`src/rtl/mse_ram.sv`:
```
// generic single write port ram with registered read
module mse_ram
#(
    parameter int WIDTH = 32,
    parameter int DEPTH = 64,
    localparam int AW = (DEPTH > 1) ? $clog2(DEPTH) : 1
)
(
    input  logic             clk,
    input  logic             we,
    input  logic [AW-1:0]    waddr,
    input  logic [WIDTH-1:0] wdata,
    input  logic [AW-1:0]    raddr,
    output logic [WIDTH-1:0] rdata
);

    logic [WIDTH-1:0] mem [DEPTH];
    logic [WIDTH-1:0] rdata_reg;

    always_ff @(posedge clk)
    begin
        if (we)
        begin
            mem[waddr] <= wdata;
        end
        rdata_reg <= mem[raddr];
    end

    assign rdata = rdata_reg;

endmodule

```
`config.mk`:
```
export PLATFORM = sky130hd
export DESIGN_NAME = mse_ram
export DESIGN_NICKNAME = d
export VERILOG_FILES = /design/src/rtl/mse_ram.sv
export SDC_FILE = /design/constraint.sdc
export NUM_CORES = 2
export LEC_CHECK = 0
export BUFFER_PORTS_ARGS = -buffer_cell sky130_fd_sc_hd__buf_2
export CAP_MARGIN = 25
export CORE_MARGIN = 5
export CORE_UTILIZATION = 53
export DETAILED_ROUTE_END_ITERATION = 8
export PLACE_DENSITY = 0.78
export SLEW_MARGIN = 20
export SYNTH_ARGS = -nofsm -noshare
export SYNTH_HDL_FRONTEND = slang
export SYNTH_SLANG_ARGS = --single-unit
```
`constraint.sdc`:
```
create_clock -name clk -period 4.7 [get_ports clk]
set_input_delay 0.47 -clock clk [delete_from_list [all_inputs] [get_ports clk]]
set_output_delay 0.47 -clock clk [all_outputs]
set_load 0.005 [all_outputs]
```
==> summary.md <==
| Metric | Value |
|---|---|
| Clk buf depth | `3` |
| DRT iter0 DRCs | `6196` |
| GR Util All Layers | `0.253` |
| Antenna violations before repair | `16` |
| Hold Crit Start | `wdata[27]` |
| Critical R2R Launch | `mem[37][13]` |
| Kind of critical path | `in -> reg` |
| Routed Antenna Nets | `0` |
| CTS sink count | `2080` |
| Most common cell after layout, fill and taps aside | `edfxtp_1` |
| # IOs | `78` |
| Post CTS Setup Buffer Count | `0` |
| Reported max-cap violation count | `0` |
| Post-route clock period utilization | `0.599` |
| Tmin final | `2.82 ns` |
| Clk root buf | `clkbuf_16` |
| DIE WIDTH | `395 µm` |
| Min-delay worst type | `in -> reg` |
| Pwr per Cell Area | `431 mW/mm²` |
| Max IR drop VDD | `0.000431 V` |
| P&R area growth vs syn | `13.1%` |
| RSZ-0062 raised after global routing | `false` |
| Status | `complete, no violations` |
| Largest cells by area after synthesis | `edfxtp_1, mux4_2, mux2i_1, dfxtp_1, o22ai_1` |
| Worst Clk Skew | `0.0304 ns` |
| Reg2reg path depth | `5` |
| Synth Net Count | `3370` |
| Crit start category | `primary input` |
| Most frequent cells in the layout | `edfxtp_1, mux4_2, clkbuf_16, buf_4, mux2i_1` |
| Die height | `395 µm` |
| PortBufs | `77` |
| Sequential area share after synthesis | `0.791` |
| RR Endpoint | `rdata[13]` |
| R2R Setup Slk | `2.55 ns` |
| Min-Delay Path Depth | `1` |
| Clock slew at reported path FFs | `0.06 ns` |
| GRT overflow | `0` |
| Global-route wire length before repair | `283 mm` |
| Starting Density | `0.532` |
| Fmax | `0.355 GHz` |
| Pleak | `27.6 nW` |
| Core ar. | `0.147 mm²` |
| Final TNS setup | `0 ns` |
| Nets | `3603` |
| Cell Rows | `141` |
| Slew margin rel. | `0.157` |
| Drt pass-1 iters | `5` |
| Post-CTS Hold Fix Bufs | `0` |
| Num CTS Buffers | `192` |
| Yosys reg bits | `2080` |
| Dominant cell type by area after synthesis | `edfxtp_1` |
| Largest register FFs | `2048` |
| Grt met1 use | `0.353` |
| WL final | `197 mm` |
| Synthesized area per cell | `23.6 µm²` |
| Vias post-DR | `38.2k` |
| Top-area cell type share of the netlist area | `0.783` |
| Detail Placement HPWL | `105 mm` |
| GR Util met3 | `0.0569` |
| Worst setup margin | `1.88 ns` |
| Grt peak-use layer | `met2` |
| Post-CTS Resized | `0` |
| Worst slew pin tran | `1.27 ns` |
| Worst setup EP type | `flop` |
| Final setup viols | `0` |
| Worst path required time | `5.37 ns` |
| CTS tree | `done` |
| Max H-tree Level | `4` |
| Cell Area, Synth | `0.0785 mm²` |
| Skew-Pair Late Insertion Delay | `0.83 ns` |
| Die area | `0.156 mm²` |
| Final slew viol count | `0` |
| Placement Setup Slack | `1.16 ns` |
| Fin. Hold Viols | `0` |
| Routability Congestion | `0.819` |
| WHS Endpoint | `mem[32][27]` |
| Mapped Cells | `3324` |
| Vias per cell | `6.75` |
| Largest net degree at the start of global routing | `89` |
| Ys Warns | `0` |
| Vias in the first global route | `39.0k` |
| Routed len/inst | `34.8 µm` |
| Share of cells above drive strength 1 | `0.298` |
| Grt met2 use | `0.402` |
| Post-synth cell types | `34` |
| DRC Markers | `0` |
| Critical Path AT | `3.48 ns` |
| Worst Path Max Fanout | `88` |
through the flow:
stage                util  area, µm²  hold slack [ns]  power (mW)  std cells
floorplan               -      78500            0.569        22.0       3324
global placement    0.557      82200            0.788        22.8       5285
detailed placement  0.557      82200            0.795        22.8       5287
CTS                 0.600      88600            0.268        38.4       5644
global route        0.602      88800           0.0194        39.3       5650
finish              0.602      88800           0.0491        38.2       5655
how the worst max path moves through the flow:
stage	from	end	slack [ns]	cells past startpoint
after global routing	raddr[0]	rdata[19]	1.92	8
after CTS	raddr[0]	rdata[18]	1.99	8
after floorplan	waddr[3]	mem[48][0]	1.07	4
final	raddr[1]	rdata[13]	1.88	6
after global placement	raddr[0]	rdata[19]	1.23	8
after detailed placement	raddr[0]	rdata[19]	1.16	8
cell usage after synthesis:
cell type	count
nand4_1	2
nor3_1	7
o32ai_1	4
buf_6	5
nand3b_1	5
edfxtp_1	2048
mux2i_1	93
nand3_1	5
o221ai_1	27
a41o_1	4
a21oi_1	62
and2_1	2
a31oi_1	1
buf_1	21
buf_2	57
a311oi_1	8
or3b_2	3
clkbuf_1	74
o22ai_1	84
buf_4	25
and3_1	4
dfxtp_1	32
or3b_1	2
or2_2	1
a22oi_1	12
nor2_1	137
nand2b_1	8
or2_1	1
mux4_2	544
nor2b_1	15
nand4b_1	1
or2_0	1
nand2_1	26
or3_1	3
routing by layer:
metal | vias to the layer above | share of wire
met5 | - | 0.00047
met2 | 2846 | 0.49
met4 | 16 | 0.038
met1 | 20100 | 0.36
met3 | 444 | 0.12
li1 | 14700 | -
kinds of logic (layout without fill, tap and decap cells):
group / Yosys count / after routing / synth area share
AOI/OAI and AO/OA: 202 / 202 / 0.0167
buffers and inverters: 182 / 578 / 0.0113
DFF: 2080 / 2080 / 0.791
muxes: 637 / 637 / 0.168
other: 0 / 5 / 0
and+or+nand+nor: 223 / 223 / 0.0127
final cells by class:
type	count	area (µm²)
tap	1930	2410
clock inverter	114	1290
fill	9587	58700
antenna	5	12.5
clock buffer	243	5060
multi-input combinational	1062	16000
sequential	2080	62100
timing repair buffer	221	1880
worst max-delay path: stages:
cell and delay, ns:
buf_8 0.47, nand3b_1 0.81, o221ai_1 0.45, a21oi_1 0.15
a21oi_1 0.57, nor2_1 0.15
report_power, final:
| group | switching (mW) | total [mW] | internal [mW] |
|---|---|---|---|
| clock | 6.84 | 15.8 | 8.93 |
| sequential | 0.0934 | 20.6 | 20.5 |
| combinational | 1.13 | 1.83 | 0.700 |
No activity file was read; power rests on OpenSTA's default activity.
