<file path="src/rtl/mse_pkg.sv">
// shared types and constants for the matrix square engine
package mse_pkg;

    localparam int MAX_N_DEF = 8;
    localparam int DATA_W    = 32;
    localparam int IDX_W     = 3;
    localparam int SIZE_W    = 4;
    localparam int OUT_W     = 40;

    // operand travelling along the cell row
    typedef struct packed {
        logic              valid;
        logic [IDX_W-1:0]  k;
        logic [DATA_W-1:0] a;
    } chain_t;

    // element load broadcast to the cells
    typedef struct packed {
        logic              we;
        logic [IDX_W-1:0]  row;
        logic [IDX_W-1:0]  col;
        logic [DATA_W-1:0] data;
    } ld_t;

    typedef enum logic [1:0] {
        ST_LOAD,
        ST_FEED,
        ST_WAIT,
        ST_DRAIN
    } state_t;

endpackage

</file>
<file path="src/rtl/mse_cell.sv">
// one column cell: holds a column of a, multiplies and accumulates one product element
module mse_cell
    import mse_pkg::*;
#(
    parameter int MAX_N    = MAX_N_DEF,
    parameter int CELL_IDX = 0
)
(
    input  logic              clk,
    input  logic              rst_n,
    input  chain_t            chain_in,
    output chain_t            chain_out,
    input  ld_t               ld,
    input  logic              shift,
    input  logic [DATA_W-1:0] acc_in,
    output logic [DATA_W-1:0] acc_out
);

    localparam int CIDX_W = (MAX_N > 1) ? $clog2(MAX_N) : 1;

    logic [DATA_W-1:0] col_mem [MAX_N];
    logic              fv_reg;
    logic [IDX_W-1:0]  fk_reg;
    logic [DATA_W-1:0] fa_reg;
    logic              pv_reg;
    logic [IDX_W-1:0]  pk_reg;
    logic [DATA_W-1:0] prod_reg;
    logic [DATA_W-1:0] acc_reg;
    logic [DATA_W-1:0] b_val;

    assign b_val = col_mem[chain_in.k[CIDX_W-1:0]];

    // column store, written when the loaded element falls in this column
    always_ff @(posedge clk)
    begin
        if (ld.we && (ld.col == IDX_W'(CELL_IDX)))
        begin
            col_mem[ld.row[CIDX_W-1:0]] <= ld.data;
        end
    end

    always_ff @(posedge clk or negedge rst_n)
    begin
        if (!rst_n)
        begin
            fv_reg <= 1'b0;
            pv_reg <= 1'b0;
        end
        else
        begin
            fv_reg <= chain_in.valid;
            pv_reg <= chain_in.valid;
        end
    end

    // low 32 bits of the product are the same for signed and unsigned
    always_ff @(posedge clk)
    begin
        fk_reg   <= chain_in.k;
        fa_reg   <= chain_in.a;
        pk_reg   <= chain_in.k;
        prod_reg <= chain_in.a * b_val;
        if (pv_reg)
        begin
            acc_reg <= (pk_reg == '0) ? prod_reg : acc_reg + prod_reg;
        end
        else if (shift)
        begin
            acc_reg <= acc_in;
        end
    end

    assign chain_out.valid = fv_reg;
    assign chain_out.k     = fk_reg;
    assign chain_out.a     = fa_reg;
    assign acc_out         = acc_reg;

endmodule
</file>
<file path="config.mk">
export PLATFORM = sky130hd
export DESIGN_NAME = mse_cell
export DESIGN_NICKNAME = d
export VERILOG_FILES = /design/src/rtl/mse_pkg.sv /design/src/rtl/mse_cell.sv
export SDC_FILE = /design/constraint.sdc
export NUM_CORES = 2
export LEC_CHECK = 0
export CAP_MARGIN = 25
export CORE_ASPECT_RATIO = 0.75
export CORE_MARGIN = 1.5
export CORE_UTILIZATION = 65
export DETAILED_ROUTE_END_ITERATION = 8
export DONT_BUFFER_PORTS = 1
export PLACE_DENSITY = 0.81
export SLEW_MARGIN = 20
export SYNTH_ARGS = -nofsm -noshare
export SYNTH_HDL_FRONTEND = slang
export SYNTH_SLANG_ARGS = --single-unit
</file>
<file path="constraint.sdc">
create_clock -name clk -period 10 [get_ports clk]
set_clock_uncertainty 0.15 [all_clocks]
set_input_delay 2 -clock clk [delete_from_list [all_inputs] [get_ports clk]]
set_output_delay 2 -clock clk [all_outputs]
set_load 0.1 [all_outputs]
</file>
==> reports/qor.csv <==
stage,metric,value,unit
synthesis,top-area cell type share of the netlist area,28.9,%
die,Die Span X,251,µm
die,die area,47300,µm²
synthesis,sequential share of the synthesized area,33.5,%
cts,H-tree Lvls,2,
die,row cnt,67,
routing,routed via count,19100,
routing,drt drc,0,
synthesis,Post-Syn Area,29900,µm²
cts,clock latency on the worst-skew pair,600,ps
routing,Pre-antenna DRT Iters,5,
cts,clock buffer depth,3,
setup_path,CP endpoint kind,flip-flop,
cts,Root Driver,clkbuf_16,
setup_path,Worst Path Required,10300,ps
flow_run,Max Cap Viol,0,
timing,Max Clk Rate,107,MHz
cts,number of hold buffers added after CTS,0,
grt,first-pass GRT wire length,116000,µm
timing,min cycle time layout,9330,ps
cts,cts bufs inserted,36,
timing,Hold Fails Final Rpt,0,
routing,DR iter-0 viols,1852,
cts,Worst-path clk slew,60,ps
synthesis,"Top FF cell, synth",edfxtp_1,
cts,# resized after CTS,0,
grt,antenna violations before repair,0,
finish,Antenna Cells,0,
cts,setup bufs post-CTS,0,
routing,vias per cell,6.06,
synthesis,Mapped Nets,3251,
timing,RSZ-0062 raised after global routing,false,
finish,final net count,3220,
grt,vias in the first global route,20800,
cts,clock sinks,356,
routing,routed wire length,74000,µm
timing,Slew Limit Fails,0,
synthesis,"top cells by count, synth","409 x fa_1, 409 x inv_1, 289 x nand2_1",
status,status,"complete, no violations",
die,Top Ports,178,
synthesis,"EDFF count, synth",288,
setup_path,"critical path fanouts, max",61,
setup_path,Startpoint Class,primary input,
synthesis,post-synthesis register bit count,356,
routing,post-route ant nets,0,
synthesis,Synth Instances,2578,
timing,setup TNS,0,ps
synthesis,ys async rst share,0.281,%
die,core area,45000,µm²
hold_path,Hold Path Class,reg -> reg,
timing,Final Cycle Share,93.3,%
routing,WL/cell,23.4,µm
timing,Slew @ Worst Pin,1070,ps
finish,Finished Core Util,70.7,%
grt,grt ovf,0,
synthesis,Synth area leaders,"edfxtp_1 29%, fa_1 27%, ha_1 6.4%",
finish,Filler cells,2929,
place,placer congestion estimate,0.945,
setup_path,CP arrival,9630,ps
synthesis,Yosys warnings,0,
timing,Setup Viol. Count Final,0,
finish,max FFs per register,256,
finish,Syn-to-layout area delta,6.39,%
die,Die H,189,µm
place,IO buf count,0,
grt,pin count of the biggest net entering global routing,65,
cts,CTS tree,built,
die,initial core utilization,66.4,%
synthesis,Synth cell types,62,
timing,Slew headroom,28.3,%
setup_path,critical path class,in -> reg,
place,dpl hpwl,53700,µm
synthesis,post-synth top area cell,edfxtp_1,
grt,All-Layer GR Usage,32.6,%
finish,share of layout cells above drive strength 1,7.50,%
synthesis,syn_area_per_cell,11.6,µm²
-- metal layers --
metal	up-vias	GRT usage [%]	wire length [µm]
met2	1100	52.7	35000
met1	9661	43.3	28100
met4	0	12.3	2780
met3	198	7.93	8130
li1	8182	-	-
met5	-	0	0
-- kinds of logic (layout without fill, tap and decap cells) --
kind of cell               count (synthesis)  count (layout)  synth area share (%)
adders and majority gates                563             563                  33.8
DFF                                      356             356                  33.5
and+or+nand+nor                          736             736                  12.4
buffers and inverters                    526             523                  6.96
muxes                                     92              92                  5.92
AOI/OAI and AO/OA                        197             197                  4.12
xor gates and xnor gates                 108             108                  3.28
-- worst max-delay path, stage by stage --
cell	delay [ps]
mux4_2	530
nand2_1	110
nand2_1	440
and2_1	380
fa_1	480
inv_1	50
fa_1	530
fa_1	570
inv_1	70
fa_1	410
fa_1	480
fa_1	440
inv_1	90
fa_1	440
fa_1	510
inv_1	50
ha_1	320
a21o_1	190
a21oi_1	200
inv_1	90
a2111oi_0	380
nor2_1	130
a221oi_1	350
o21ai_0	180
xnor2_1	150
-- area by class of cell --
class / instances / area (µm²) / area share [%]
Clock buffer: 49 / 990 / 3.11
Clock inverter: 17 / 250 / 0.787
Inverter: 410 / 1540 / 4.84
Multi-Input combinational cell: 1696 / 17900 / 56.2
Sequential cell: 356 / 10000 / 31.5
Tap cell: 586 / 733 / 2.31
Timing Repair Buffer: 47 / 415 / 1.31
-- through the flow --
step,hold WS [ps],cells,cell area [µm²],setup WS [ps]
after floorplan,395,2578,29900,217
after global placement,438,3093,30500,410
after detailed placement,443,3095,30600,250
after CTS,462,3161,31800,804
after global routing,476,3161,31800,330
final,459,3161,31800,673
-- final timing paths --
kind,from,to,slack [ps],cells after the start
worst max-delay path,chain_in[33],prod_reg[31]$_DFF_P_,670,25
worst min-delay path,prod_reg[28]$_DFF_P_,acc_out[28]$_DFFE_PP_,460,2
worst max register to register,col_mem[7][10]$_DFFE_PP_,prod_reg[31]$_DFF_P_,1720,25
worst min register to register,prod_reg[28]$_DFF_P_,acc_out[28]$_DFFE_PP_,460,2
max in group asynchronous,rst_n,pv_reg$_DFF_PN0_,8650,0
min in group asynchronous,rst_n,pv_reg$_DFF_PN0_,980,0
-- layout by cell type (no fill, tap or decap), types with 21 or more instances in the layout --
cell type and n:
and2_1 217, nand2b_1 41, edfxtp_1 288, a21oi_1 83, fa_1 409, xnor2_1 84, nor2_1 59, a21o_1 27
nor2b_1 72, xor2_1 21, o21ai_0 32, ha_1 154, mux4_2 51, inv_1 409, clkbuf_16 36, dfxtp_1 67
buf_4 42, nand2_1 289
Power is left out: the tool's default activity adds up to more than one toggle a clock period on the data nets, which glitch-free logic cannot reach.
